[src/design/wnpc_pkg.sv]
// ----------------------------------------------------------------------------
// wnpc_pkg
// Shared types and constants for the weighted nearest palette color block.
// ----------------------------------------------------------------------------
package wnpc_pkg;

    localparam int COLOR_W = 8;
    localparam int INDEX_W = 8;
    localparam int SQ_W    = 2 * COLOR_W;
    localparam int PROD_W  = SQ_W + COLOR_W;
    localparam int DIST_W  = PROD_W + 2;
    localparam int CFG_IDX_W = 2;

    localparam logic [DIST_W-1:0] DIST_START = {DIST_W{1'b1}};

    localparam logic CMD_LOAD  = 1'b0;
    localparam logic CMD_QUERY = 1'b1;

    localparam logic [CFG_IDX_W-1:0] REG_RED_WEIGHT   = 2'd0;
    localparam logic [CFG_IDX_W-1:0] REG_GREEN_WEIGHT = 2'd1;
    localparam logic [CFG_IDX_W-1:0] REG_BLUE_WEIGHT  = 2'd2;

    typedef struct packed {
        logic [COLOR_W-1:0] red;
        logic [COLOR_W-1:0] green;
        logic [COLOR_W-1:0] blue;
    } rgb_t;

    typedef struct packed {
        logic               command;
        logic [INDEX_W-1:0] entry_index;
        rgb_t               color;
        logic [DIST_W-1:0]  best_dist;
        logic [INDEX_W-1:0] best_idx;
    } link_t;

    typedef struct packed {
        logic [COLOR_W-1:0] red;
        logic [COLOR_W-1:0] green;
        logic [COLOR_W-1:0] blue;
    } weights_t;

endpackage

[src/design/wnpc_obuf.sv]
// ----------------------------------------------------------------------------
// wnpc_obuf
// Two-entry result buffer between the cell chain and the output channel.
// ----------------------------------------------------------------------------
module wnpc_obuf
    import wnpc_pkg::*;
(
    input  logic               clk,
    input  logic               rst_n,
    input  logic               push,
    input  logic [INDEX_W-1:0] push_data,
    output logic               room,
    output logic               out_valid,
    input  logic               out_stall,
    output logic [INDEX_W-1:0] out_data
);

    logic [1:0]         count_reg, count_next;
    logic [INDEX_W-1:0] slot0_reg, slot1_reg;
    logic               pop;

    assign pop       = (count_reg != 2'd0) && !out_stall;
    assign room      = (count_reg != 2'd2);
    assign out_valid = (count_reg != 2'd0);
    assign out_data  = slot0_reg;

    always_comb
    begin
        count_next = count_reg;
        if (push && !pop)
        begin
            count_next = count_reg + 2'd1;
        end
        else if (pop && !push)
        begin
            count_next = count_reg - 2'd1;
        end
    end

    always_ff @(posedge clk or negedge rst_n)
    begin
        if (!rst_n)
        begin
            count_reg <= '0;
        end
        else
        begin
            count_reg <= count_next;
        end
    end

    always_ff @(posedge clk)
    begin
        if (pop)
        begin
            slot0_reg <= slot1_reg;
        end
        if (push)
        begin
            case ({pop, count_reg})
                3'b000:  slot0_reg <= push_data;
                3'b001:  slot1_reg <= push_data;
                3'b101:  slot0_reg <= push_data;
                3'b110:  slot1_reg <= push_data;
                default: slot1_reg <= push_data;
            endcase
        end
    end

endmodule

[config.mk]
export PLATFORM = sky130hd
export DESIGN_NAME = wnpc_obuf
export DESIGN_NICKNAME = d
export VERILOG_FILES = /design/src/design/wnpc_pkg.sv /design/src/design/wnpc_obuf.sv
export SDC_FILE = /design/constraint.sdc
export NUM_CORES = 1
export LEC_CHECK = 0
export BUFFER_PORTS_ARGS = -buffer_cell sky130_fd_sc_hd__buf_2
export CAP_MARGIN = 20
export CORE_MARGIN = 5
export CORE_UTILIZATION = 44
export CTS_CLUSTER_SIZE = 10
export DETAILED_ROUTE_END_ITERATION = 8
export PLACE_DENSITY = 0.72
export SLEW_MARGIN = 40
export SYNTH_ARGS = -nofsm -noshare
export SYNTH_HDL_FRONTEND = slang
export SYNTH_SLANG_ARGS = --single-unit
export TNS_END_PERCENT = 30
[constraint.sdc]
create_clock -name clk -period 1.55 [get_ports clk]
set_input_delay 0.0775 -clock clk [delete_from_list [all_inputs] [get_ports clk]]
set_output_delay 0.0775 -clock clk [all_outputs]
set_load 0.1 [all_outputs]
==> reports/results.ini <==
[run_status]
status = finished, final reports clean

[drt]
wl_met1_um = 673
routed.top_layer = met4
ant_nets = 0
drt_iter0_drc = 6
firstDrtPassIters = 4
drc_errors = 0
drt-wirelength-per-cell_um = 13.7
wl_met3_um = 66
wl_met2_um = 745
wl_um = 1500
routed_via_density = 5.11
vias = 557

[synth]
synth_area_um2 = 761
netlist_instances = 57
synth_top_family_by_area = compound AO/OA/AOI/OAI gates
muxShareOfSynthArea = 0
yosysWarnings = 0
syn_nets = 70
synth.distinct_cells = 21
synthXorXnorAreaFrac = 0.0345
synth-compound-area-share = 0.220
synth-simple-area-share = 0.0806
synthAdderAreaFrac = 0.0164
syn_avg_cell_area_um2 = 13.3
ys_seq_elements = 18
yosysSeqAreaShare = 0.592

[worst_setup_path]
cpPeakStageDelay_ps = 430
rr_endpoint = count_reg[1]$_DFFE_PN0P_
cp_top_family = flip-flops
worstSetupStartpointType = flip-flop
crit_chain = o21ba_2 > clkinv_8 > ha_1 > nor2_1 > xor2_1
slowest_stage = dfrtp_2
worst_setup_path_end_kind = flip-flop
crit_buf_inv = 1
cp_max_fo = 9
r2r-start = count_reg[1]$_DFFE_PN0P_
r2r_slack_ps = 130
worstSetupPathType = reg -> reg
cp.arrival_ps = 1630
cp.required_ps = 1750
worstRegToRegCells = 5

[global_routing]
grt_pass1_vias = 565
grt-ovfl-total = 0
antenna_found_initial = 0
grt_max_degree = 11
grt_pass1_wl_um = 2480
grt.total_usage = 0.127

[sta]
rsz0062_at_grt = false
period_share = 0.918
period_needed_ps = 1420
timing.fmax_mhz = 703
setup_violations = 0
hold_violations = 0
drv_slew = 0
finalClockSkew_ps = 1.63
slew_headroom = 0.678
tightest_slew_ps = 487

[layout]
fillers = 155
drive_above_1_share = 0.424
stdcell_area_um2 = 1010
antenna_cells = 0
final_common_cell = buf_2
utilization = 0.599
register_area_um2 = 453
final_cell_mix = 21 x buf_2, 9 x dlygate4sd3_1, 8 x nand2_1, 8 x dfxtp_1, 8 x edfxtp_1
syn_to_final_growth_pct = 33.1
layout.nets = 106
multiInputGateArea_um2 = 270

[job]
drv_cap = 0

[clocking]
clk_pin_slew_ps = 100
numCtsBuffers = 3
root_buffer = clkbuf_4
cts_buffer_depth = 2
post_cts_buffers = 0
cts_tree = built
cts.sinks = 18
htree_levels = 1
clkLatencyLatePin_ps = 280

[placement]
io_buffers = 21
gp_congestion = 0.699
placed_cell_area_um2 = 891
dp_hpwl_um = 1070

[floorplan]
io_pins = 22
die_y_um = 51.6
core_um2 = 1690
dieArea_um2 = 2660
die_width_um = 51.6
start_util = 0.450
rows = 15

[worst_hold_path]
hp-class = in -> async

-- kinds of logic (layout without fill, tap and decap cells) --
logic type	after synthesis	in the layout
buffers and inverters	4	39
AO/OA/AOI/OAI	18	18
adder cells (fa/ha/maj)	1	1
AND/OR/NAND/NOR	13	13
XOR/XNOR	3	3
flip-flops	18	18
-- worst max-delay path by stage --
stage | start | to | slack, ps | cells past startpoint
floorplan | count_reg[0]$_DFFE_PN0P_ | count_reg[1]$_DFFE_PN0P_ | 110 | 8
global placement | count_reg[0]$_DFFE_PN0P_ | slot1_reg[5]$_DFFE_PP_ | 50 | 2
detailed placement | count_reg[1]$_DFFE_PN0P_ | count_reg[1]$_DFFE_PN0P_ | -7 | 6
CTS | count_reg[0]$_DFFE_PN0P_ | slot1_reg[6]$_DFFE_PP_ | 10 | 2
global route | count_reg[1]$_DFFE_PN0P_ | count_reg[1]$_DFFE_PN0P_ | 50 | 6
finish | count_reg[1]$_DFFE_PN0P_ | count_reg[1]$_DFFE_PN0P_ | 130 | 5
-- synth_stat cells --
| cell | instances | area share |
|---|---|---|
| dfxtp_1 | 8 | 0.21 |
| edfxtp_1 | 8 | 0.32 |
| nand2_1 | 8 | 0.039 |
| a22oi_1 | 7 | 0.069 |
| a2bb2oi_1 | 7 | 0.081 |
| buf_6 | 2 | 0.030 |
| dfrtp_1 | 2 | 0.066 |
| xor2_1 | 2 | 0.023 |
| a21oi_4 | 1 | 0.021 |
| a22oi_2 | 1 | 0.016 |
| a2bb2oi_2 | 1 | 0.020 |
| clkbuf_1 | 1 | 0.0049 |
| clkinv_8 | 1 | 0.021 |
| ha_1 | 1 | 0.016 |
| nand2_2 | 1 | 0.0082 |
| nor2_1 | 1 | 0.0049 |
| nor2b_1 | 1 | 0.0082 |
| o21ba_1 | 1 | 0.013 |
| or2_2 | 1 | 0.0082 |
| or2b_2 | 1 | 0.012 |
| xnor2_1 | 1 | 0.012 |
-- layer usage --
metal	up-vias	global-route usage
li1	279	-
met1	263	0.148
met2	13	0.218
met3	2	0.0344
met4	0	0.0524
met5	-	0
-- final cells by class --
cell class	instances	area share
clock buffers	4	0.0260
inverters	1	0.0161
multi-input cells	35	0.267
flip-flops and latches	18	0.447
well taps	17	0.0210
repair buffers	34	0.222
-- what timing repair did --
item | 4_1_cts | 5_1_grt
endpoints found under the setup margin | 1 | 9
resized for setup | 1 | 3
pin swaps | 0 | 0
endpoints found under the hold margin | 10 | 0
hold buffers | 9 | 0
-- per-stage QoR --
stage | cells | TNS (ps) | setup slack, ps | hold WS [ps]
floorplan | 57 | 0 | 112 | -218
detailed placement | 96 | -6.62 | -6.62 | -135
finish | 109 | 0 | 127 | 98.4
global route | 109 | 0 | 48.8 | 110
CTS | 109 | 0 | 9.96 | 87.9
global placement | 96 | 0 | 49.3 | -136
-- worst register-to-register path: stages (launching register included) --
cell and delay, ps:
dfrtp_2 430, o21ba_2 230, clkinv_8 90, ha_1 310, nor2_1 140, xor2_1 160
Power is not shown: default switching activity piles up to over one toggle a cycle in this logic, so the estimate is an artifact.
