**src/design/wnpc_pkg.sv**
```systemverilog
// ----------------------------------------------------------------------------
// wnpc_pkg
// Shared types and constants for the weighted nearest palette color block.
// ----------------------------------------------------------------------------
package wnpc_pkg;

    localparam int COLOR_W = 8;
    localparam int INDEX_W = 8;
    localparam int SQ_W    = 2 * COLOR_W;
    localparam int PROD_W  = SQ_W + COLOR_W;
    localparam int DIST_W  = PROD_W + 2;
    localparam int CFG_IDX_W = 2;

    localparam logic [DIST_W-1:0] DIST_START = {DIST_W{1'b1}};

    localparam logic CMD_LOAD  = 1'b0;
    localparam logic CMD_QUERY = 1'b1;

    localparam logic [CFG_IDX_W-1:0] REG_RED_WEIGHT   = 2'd0;
    localparam logic [CFG_IDX_W-1:0] REG_GREEN_WEIGHT = 2'd1;
    localparam logic [CFG_IDX_W-1:0] REG_BLUE_WEIGHT  = 2'd2;

    typedef struct packed {
        logic [COLOR_W-1:0] red;
        logic [COLOR_W-1:0] green;
        logic [COLOR_W-1:0] blue;
    } rgb_t;

    typedef struct packed {
        logic               command;
        logic [INDEX_W-1:0] entry_index;
        rgb_t               color;
        logic [DIST_W-1:0]  best_dist;
        logic [INDEX_W-1:0] best_idx;
    } link_t;

    typedef struct packed {
        logic [COLOR_W-1:0] red;
        logic [COLOR_W-1:0] green;
        logic [COLOR_W-1:0] blue;
    } weights_t;

endpackage

```
**src/design/wnpc_cell.sv**
```systemverilog
// ----------------------------------------------------------------------------
// wnpc_cell
// One palette entry with a three-stage weighted distance compare; items pass
// to the next cell as they leave the last stage.
// ----------------------------------------------------------------------------
module wnpc_cell
    import wnpc_pkg::*;
#(
    parameter logic [7:0] CELL_INDEX = 8'd0
)
(
    input  logic     clk,
    input  logic     rst_n,
    input  logic     adv,
    input  weights_t weights,
    input  logic     in_valid,
    input  link_t    in_link,
    output logic     out_valid,
    output link_t    out_link
);

    rgb_t               entry_reg;
    logic [2:0]         valid_reg;
    link_t              s1_link_reg;
    link_t              s2_link_reg;
    link_t              s3_link_reg;
    logic [SQ_W-1:0]    sq_r_reg, sq_g_reg, sq_b_reg;
    logic [PROD_W-1:0]  prod_r_reg, prod_g_reg, prod_b_reg;

    logic [COLOR_W-1:0] dr, dg, db;
    logic [DIST_W-1:0]  wdist;
    logic               hit;
    link_t              s3_link_next;

    assign hit = in_valid && (in_link.command == CMD_LOAD) &&
                 (in_link.entry_index == CELL_INDEX);

    assign dr = (entry_reg.red > in_link.color.red) ?
                entry_reg.red - in_link.color.red : in_link.color.red - entry_reg.red;
    assign dg = (entry_reg.green > in_link.color.green) ?
                entry_reg.green - in_link.color.green :
                in_link.color.green - entry_reg.green;
    assign db = (entry_reg.blue > in_link.color.blue) ?
                entry_reg.blue - in_link.color.blue : in_link.color.blue - entry_reg.blue;

    assign wdist = DIST_W'(prod_r_reg) + DIST_W'(prod_g_reg) + DIST_W'(prod_b_reg);

    always_comb
    begin
        s3_link_next = s2_link_reg;
        if (wdist < s2_link_reg.best_dist)
        begin
            s3_link_next.best_dist = wdist;
            s3_link_next.best_idx  = CELL_INDEX;
        end
    end

    always_ff @(posedge clk or negedge rst_n)
    begin
        if (!rst_n)
        begin
            entry_reg <= '0;
            valid_reg <= '0;
        end
        else if (adv)
        begin
            if (hit)
            begin
                entry_reg <= in_link.color;
            end
            valid_reg <= {valid_reg[1:0], in_valid};
        end
    end

    always_ff @(posedge clk)
    begin
        if (adv)
        begin
            s1_link_reg <= in_link;
            sq_r_reg    <= SQ_W'(dr) * SQ_W'(dr);
            sq_g_reg    <= SQ_W'(dg) * SQ_W'(dg);
            sq_b_reg    <= SQ_W'(db) * SQ_W'(db);
            s2_link_reg <= s1_link_reg;
            prod_r_reg  <= PROD_W'(weights.red) * PROD_W'(sq_r_reg);
            prod_g_reg  <= PROD_W'(weights.green) * PROD_W'(sq_g_reg);
            prod_b_reg  <= PROD_W'(weights.blue) * PROD_W'(sq_b_reg);
            s3_link_reg <= s3_link_next;
        end
    end

    assign out_valid = valid_reg[2];
    assign out_link  = s3_link_reg;

endmodule

```
**config.mk**
```make
export PLATFORM = sky130hd
export DESIGN_NAME = wnpc_cell
export DESIGN_NICKNAME = d
export VERILOG_FILES = /design/src/design/wnpc_pkg.sv /design/src/design/wnpc_cell.sv
export SDC_FILE = /design/constraint.sdc
export NUM_CORES = 1
export LEC_CHECK = 0
export BUFFER_PORTS_ARGS = -buffer_cell sky130_fd_sc_hd__buf_4
export CORE_ASPECT_RATIO = 1.25
export CORE_MARGIN = 2
export CORE_UTILIZATION = 60
export CTS_BUF_LIST = sky130_fd_sc_hd__clkbuf_8 sky130_fd_sc_hd__clkbuf_16
export DETAILED_ROUTE_END_ITERATION = 12
export PLACE_DENSITY = 0.86
export SYNTH_ARGS = -nofsm -noshare
export SYNTH_HDL_FRONTEND = slang
export SYNTH_SLANG_ARGS = --single-unit
```
**constraint.sdc**
```tcl
create_clock -name clk -period 7.1 [get_ports clk]
set_input_delay 0.355 -clock clk [delete_from_list [all_inputs] [get_ports clk]]
set_output_delay 0.355 -clock clk [all_outputs]
set_load 0.03 [all_outputs]
```
==> reports/qor.yml, run 1 <==
drv_cap: 0
yosysUniqueCellTypes: 73
use_met1: 0.294
rsz0062_at_grt: "no"
top_usage_layer: "met2"
wire_per_inst_um: 17.3
grt_max_degree: 205
cpPeakStageDelay_ns: 0.52
yosysSeqAreaShare: 0.332
r2r_end: "sq_r_reg[15]"
ys_async_sr_fraction: 0.0783
met2_usage: 0.455
whs_endpoint: "s1_link_reg[51]"
clockRootBuffer: "clkbuf_16"
grt_pass1_wl_um: 108000
dieArea_um2: 53200
area_growth_pct: 12.4
r2r_setup_slack_ns: 0.42
insertion_delay_ns: 0.56
synth_edf_count: 318
synth_xor_area_frac: 0.0409
layout_commonest_cell: "inv_1"
synthMuxAreaShare: 0.0188
grt_pass1_vias: 23100
crit_arrival_ns: 7.03
maxSlewViolCount: 0
max_slew.worst_pin.slew_ns: 1.08
final.setup_skew_ns: 0.0128
grt_use_total: 0.252
crit_fanout: 9
first_iter_violations: 1116
clk_pin_slew_ns: 0.06
via_per_inst: 5.63
crit_type: "primary input to register"
slew_headroom: 0.279
hold_depth: 1
synth-compound-area-share: 0.0839
synthAdderAreaFrac: 0.352
yosys_warnings: 0
first_pass_iters: 5
start_util: 0.609
fillers: 3516
core_um2: 50600
fmax_mhz: 149
yosys_most_used_dff: "edfxtp_1"
end_kind: "register"
startpoint_type: "primary input"
critPathBufInv: 6
io_buffers: 162
clock-sinks: 345
fp.dieW_um: 207
multi_input_area_um2: 18800
layout_common_cells: "451 x inv_1, 340 x fa_1, 324 x ha_1, 318 x edfxtp_1, 267 x nand2_1"
ioPinCount: 163
synth_area_leader_cell: "edfxtp_1"
synthSimpleGateAreaFrac: 0.111
synth_top_area_frac: 0.310
r2r_start: "entry_reg[16]"
tritoncts: "built"
vias: 21000
drc: 0
worstPathRequired_ns: 7.41
cpLargestDelayFamily: "adder cells"
tns_ns: 0
dpl.hpwl_um: 48900
syn_area_um2: 30800
setup_viol: 0
synth-seq-cells: 345
avgSynthCellArea_um2: 11.0
num_rows: 92
routabilityCongestion: 0.893
postRouteWirelength_um: 64400
die_h_um: 257
met3_usage: 0.0452
ant_nets: 0
synthCells: 2813
nNetsFinal: 3798
status: "completed"
clock_path_buffers: 3
layout.area.seq_um2: 10200
synth_area_leaders: "edfxtp_1 31%, fa_1 22%, ha_1 13%, inv_1 5.4%, and2_1 3.7%"
finalCriticalPeriod_ns: 6.72
overflow: 0
cts_buffers: 38
drive_above_1_share: 0.0972
antenna_found_initial: 4
cp_common_cell: "inv_1"
htreeDepth: 2
r2r_cells: 27
synth_top_family_by_area: "adder cells"
critPathSlowestCell: "dlygate4sd3_1"
min_from: "in_link[51]"
hp-class: "primary input to register"
fin_crit_sh: 0.947
hold_viol: 0
==> final cells by class <==
class	instances	share of cell area
multi-input combinational	1974	0.541
inverter	446	0.0483
tap	658	0.0237
timing repair buffer	234	0.0559
sequential	345	0.295
clock buffer	40	0.0285
antenna	1	0.0000722
clock inverter	28	0.00725
==> metal layers <==
metal,vias up,part of all wire
li1,9732,-
met3,178,0.057
met1,10400,0.39
met5,-,0.00087
met4,8,0.038
met2,653,0.52
==> kinds of logic after synthesis <==
kind of cell / after synthesis
XOR/XNOR: 139
flip-flops: 345
other: 2
adder cells (fa/ha/maj): 664
multiplexers: 53
AO/OA/AOI/OAI: 403
AND/OR/NAND/NOR: 709
buffers and inverters: 498
==> worst reg2reg max path, delay by kind of cell, from the launching register on <==
kind / cells / cell delay [ns]
adders and majority gates: 7 / 2.56
AOI/OAI and AO/OA: 10 / 1.87
xor gates and xnor gates: 2 / 0.60
and+or+nand+nor: 2 / 0.49
DFF: 1 / 0.40
buffers and inverters: 5 / 0.29
muxes: 1 / 0.22
==> through the flow <==
step	area [um2]	util	worst slack (ns)	hold slack, ns	instances
final	34700	0.684	0.377	0.0202	3726
after global routing	34700	0.684	0.00298	0.00420	3725
after CTS	34600	0.684	0.347	0.000916	3725
after detailed placement	32800	0.647	0.346	0.314	3592
after global placement	32800	0.647	0.589	0.305	3592
after floorplan	30800	-	1.03	0.0594	2817
==> cells in the mapped netlist, types with 6 or more instances <==
| cell | number |
|---|---|
| a211oi_1 | 13 |
| a21boi_0 | 11 |
| a21o_1 | 61 |
| a21oi_1 | 133 |
| a31oi_1 | 11 |
| and2_1 | 181 |
| and3_1 | 9 |
| buf_2 | 6 |
| clkbuf_1 | 41 |
| dfrtp_1 | 27 |
| edfxtp_1 | 318 |
| fa_1 | 340 |
| ha_1 | 324 |
| inv_1 | 444 |
| mux2_2 | 30 |
| mux2i_1 | 22 |
| nand2_1 | 267 |
| nand2b_1 | 10 |
| nand3_1 | 18 |
| nand4_1 | 13 |
| nor2_1 | 133 |
| nor2b_1 | 18 |
| nor3_1 | 18 |
| o211ai_1 | 10 |
| o21a_1 | 21 |
| o21ai_0 | 72 |
| o21bai_1 | 26 |
| o31ai_1 | 11 |
| or2_2 | 17 |
| xnor2_1 | 90 |
| xnor2_2 | 6 |
| xor2_1 | 43 |
==> worst max path at each step <==
stage | startpoint | endpoint | slack [ns] | cells past startpoint
after floorplan | entry_reg[0] | sq_b_reg[15] | 1.03 | 27
after global placement | in_link[40] | sq_b_reg[15] | 0.59 | 25
after detailed placement | in_link[40] | sq_b_reg[15] | 0.35 | 25
after CTS | entry_reg[0] | sq_b_reg[15] | 0.35 | 27
after global routing | in_link[38] | sq_b_reg[15] | 0.003 | 27
final | in_link[54] | sq_r_reg[15] | 0.38 | 27
==> what timing repair did <==
action / in CTS / in global routing
setup buffers: 0 / 0
endpoints found under the setup margin: 0 / 1
hold buffers: 65 / 0
endpoints found under the hold margin: 91 / 0
gates resized for setup: 0 / 2
Power of run 1 is left out: the tool's default activity adds up to more than one toggle a clock period on the data nets, which glitch-free logic cannot reach.
==> run 2: changes to the inputs <==
--- a/config.mk
+++ b/config.mk
@@ -12,6 +12,7 @@
 export CTS_BUF_LIST = sky130_fd_sc_hd__clkbuf_8 sky130_fd_sc_hd__clkbuf_16
 export DETAILED_ROUTE_END_ITERATION = 12
 export PLACE_DENSITY = 0.86
+export RECOVER_POWER = 100
 export SYNTH_ARGS = -nofsm -noshare
 export SYNTH_HDL_FRONTEND = slang
 export SYNTH_SLANG_ARGS = --single-unit
==> run 2 against run 1 <==
Effect of this change:
- the flow now finishes with violations (max-capacitance violations, max-slew violations)
- cell count is the same
- maximum frequency shrank 1.3%
- global-route usage is the same
- worst setup slack lost 0.089 ns
- clock skew is essentially flat
- register-to-register slack is essentially flat
- design area shrank 1.1%
==> reports/qor.yml, run 2 (same netlist as run 1, synthesis figures left out) <==
insertion_delay_ns: 0.56
clockRootBuffer: "clkbuf_16"
fmax_mhz: 147
violations: "max-capacitance violations, max-slew violations"
instances_no_fill: 3726
first_iter_violations: 1200
clock-sinks: 345
dieArea_um2: 53200
grt_pass1_vias: 23100
cts_setup_buffers: 0
met3_usage: 0.0452
crit_fanout: 9
whs_endpoint: "valid_reg[0]"
postLayoutCoreUtil: 0.677
via_per_inst: 5.61
fin_crit_sh: 0.959
finalCriticalPeriod_ns: 6.81
r2r_end: "sq_r_reg[15]"
cpPeakStageDelay_ns: 0.52
vias: 20900
grt_use_total: 0.252
end_kind: "register"
slew_headroom: -3.29
io_buffers: 162
tritoncts: "built"
drc: 0
max_slew.worst_pin.slew_ns: 6.43
final.setup_skew_ns: 0.0133
crit_arrival_ns: 7.12
use_met1: 0.294
clk_pin_slew_ns: 0.06
path_depth: 27
start_util: 0.609
ioPinCount: 163
core_um2: 50600
worstPathRequired_ns: 7.41
status: "finished, violations left"
startpoint_type: "primary input"
cpLargestDelayFamily: "adder cells"
hp-class: "primary input to register"
maxSlewViolCount: 353
overflow: 0
htreeDepth: 2
met2_usage: 0.455
num_rows: 92
cp_common_cell: "inv_1"
post_dp_cell_area_um2: 32800
dpl.hpwl_um: 48900
wire_per_inst_um: 17.3
design_area_um2: 34300
drive_above_1_share: 0.0655
min_from: "in_valid"
first_pass_iters: 5
fp.dieW_um: 207
area_growth_pct: 11.2
hold_viol: 0
setup_viol: 0
routabilityCongestion: 0.893
crit_type: "primary input to register"
hold_depth: 2
cts_buffers: 38
antenna_found_initial: 4
critPathBufInv: 6
ant_nets: 0
grt_max_degree: 205
clock_path_buffers: 3
fillers: 3637
r2r_cells: 27
r2r_setup_slack_ns: 0.41
dp_cells: 3592
r2r_start: "entry_reg[16]"
layout.area.seq_um2: 10200
top_usage_layer: "met2"
die_h_um: 257
layout_commonest_cell: "inv_1"
nNetsFinal: 3798
rsz0062_at_grt: "no"
postRouteWirelength_um: 64300
tns_ns: 0
multi_input_area_um2: 18800
critPathSlowestCell: "dlygate4sd3_1"
drv_cap: 3
grt_pass1_wl_um: 108000
layout_common_cells: "451 x inv_1, 340 x fa_1, 324 x ha_1, 318 x edfxtp_1, 267 x nand2_1"
==> run 2: cell count changes in the layout (fill, tap and decap cells not counted), moves of 12 or more <==
| cell | delta |
|---|---|
| and2_1 | -12 |
| clkbuf_4 | +39 |
| and2_0 | +12 |
| clkbuf_1 | +96 |
| buf_4 | -135 |
==> run 2: how the worst max path moves through the flow <==
| stage | startpoint | end | slack, ns |
|---|---|---|---|
| floorplan | entry_reg[0] | sq_b_reg[15] | 1.03 |
| global placement | in_link[40] | sq_b_reg[15] | 0.59 |
| detailed placement | in_link[40] | sq_b_reg[15] | 0.35 |
| CTS | entry_reg[0] | sq_b_reg[15] | 0.35 |
| global route | in_link[38] | sq_b_reg[15] | 0.003 |
| finish | in_link[54] | sq_r_reg[15] | 0.29 |
==> run 2: timing repair <==
item	CTS	global route
hold buffers	65	0
endpoints found under the setup margin	0	1
gates resized for setup	0	2
hold endpoints to repair	91	0
==> run 2: cell type report <==
type / count / area share
clock inverters: 28 / 0.00734
diodes: 1 / 0.0000730
flip-flops and latches: 345 / 0.298
multi-input cells: 1974 / 0.547
clock buffers: 40 / 0.0289
well taps: 658 / 0.0240
inverters: 446 / 0.0488
repair buffers: 234 / 0.0455
==> run 2: layer usage <==
metal  vias up  wire [um]
met4         8       2330
met3       157       3730
met2       645      33500
met1     10400      24800
met5         -         56
li1       9736          -
==> run 2: stage by stage <==
step / setup WS, ns / hold WS [ns]
floorplan: 1.03 / 0.0594
global placement: 0.589 / 0.305
detailed placement: 0.346 / 0.314
CTS: 0.347 / 0.000916
global route: 0.00298 / 0.0419
finish: 0.288 / 0.0585
Power of run 2 is left out for the same reason.
==> run 3: changes to the inputs <==
--- a/config.mk
+++ b/config.mk
@@ -7,7 +7,6 @@
 export LEC_CHECK = 0
 export BUFFER_PORTS_ARGS = -buffer_cell sky130_fd_sc_hd__buf_4
 export CORE_ASPECT_RATIO = 1.25
-export CORE_MARGIN = 2
 export CORE_UTILIZATION = 60
 export CTS_BUF_LIST = sky130_fd_sc_hd__clkbuf_8 sky130_fd_sc_hd__clkbuf_16
 export DETAILED_ROUTE_END_ITERATION = 12
==> run 3 against run 2 <==
Effect of this change:
- the flow still finishes with violations (max-capacitance violations, max-slew violations)
- worst hold slack worse by 0.010 ns
- critical path depth is 2 lower
- count of clock-buffer cells in the layout is 1 lower
- highest routed layer unchanged
- cell count is 0.16% higher
- worst setup slack better by 0.11 ns
- critical path type unchanged
==> reports/qor.yml, run 3 (same netlist as run 1, synthesis figures left out) <==
start_util: 0.610
cpLargestDelayFamily: "adder cells"
status: "finished, violations left"
grt_pass1_wl_um: 107000
antenna_cells: 0
via_per_inst: 5.59
num_rows: 92
fmax_mhz: 149
end_kind: "register"
crit_arrival_ns: 7.00
fp.dieW_um: 205
layout_commonest_cell: "inv_1"
critPathSlowestCell: "xnor2_1"
cts_buffers: 38
crit_type: "primary input to register"
clock-sinks: 345
drc: 0
dpl.hpwl_um: 49000
r2r_cells: 25
tns_ns: 0
core_um2: 50500
hold_depth: 2
ctsHoldBuffers: 67
die_h_um: 255
tritoncts: "built"
fin_crit_sh: 0.945
startpoint_type: "primary input"
postRouteWirelength_um: 64200
crit_fanout: 9
htreeDepth: 2
area_growth_pct: 11.6
hp-class: "primary input to register"
cpPeakStageDelay_ns: 0.70
violations: "max-capacitance violations, max-slew violations"
routabilityCongestion: 0.896
post_cts_resized: 0
wire_per_inst_um: 17.2
overflow: 0
layout_common_cells: "452 x inv_1, 340 x fa_1, 324 x ha_1, 318 x edfxtp_1, 267 x nand2_1"
final.setup_skew_ns: 0.0203
worstPathRequired_ns: 7.39
path_depth: 25
maxSlewViolCount: 439
critPathBufInv: 6
io_buffers: 162
clock_path_buffers: 3
cts_setup_buffers: 0
first_pass_iters: 6
ant_nets: 0
grt_use_total: 0.252
drive_above_1_share: 0.0651
clk_pin_slew_ns: 0.06
max_slew.worst_pin.slew_ns: 3.60
first_iter_violations: 1156
hold_viol: 0
grt_max_degree: 180
insertion_delay_ns: 0.56
slew_headroom: -1.40
finalCriticalPeriod_ns: 6.71
drv_cap: 6
nNetsFinal: 3803
antenna_found_initial: 4
clockRootBuffer: "clkbuf_16"
vias: 20800
dieArea_um2: 52300
setup_viol: 0
rsz0062_at_grt: "no"
grt_pass1_vias: 23000
ioPinCount: 163
[run 3: cell count changes in the layout (fill, tap and decap cells not counted), sizes merged, moves of 2 or more]
cell and change:
dlygate4sd3 +2, clkbuf +4, inv -2, buf -2
bufinv +4
[run 3: layout make-up]
class	instances	area, um2
clock inverter	31	373
timing repair buffer	239	1590
tap	658	823
fill	3620	16100
inverter	446	1670
clock buffer	39	976
multi-input combinational	1974	18700
sequential	345	10200
[run 3: per-stage QoR]
step	worst slack [ns]	utilization	std cells	area, um2	hold slack (ns)
final	0.394	0.681	3732	34400	0.0484
after global routing	0.0500	0.681	3732	34400	0.0241
after CTS	0.577	0.689	3732	34800	0.00917
after detailed placement	0.581	0.649	3595	32800	0.310
after global placement	0.785	0.649	3595	32800	0.305
after floorplan	1.03	-	2817	30800	0.0594
[run 3: final timing paths]
kind | startpoint | endpoint | slack, ns
setup reg to reg | entry_reg[0] | sq_b_reg[15] | 0.49
hold / removal | in_valid | valid_reg[0] | 0.05
hold reg to reg | s1_link_reg[55] | s2_link_reg[55] | 0.41
min in group asynchronous | rst_n | entry_reg[10] | 0.77
max in group asynchronous | rst_n | entry_reg[22] | 5.35
setup / recovery | in_link[38] | sq_b_reg[15] | 0.39
[run 3: routing by layer]
metal / track usage / routed length, um / vias to the layer above
met2: 0.462 / 33900 / 584
met5: 0 / 52 / -
met1: 0.286 / 24600 / 10400
li1: - / - / 9738
met3: 0.0469 / 3410 / 153
met4: 0.0989 / 2310 / 8
Power of run 3 is left out for the same reason.
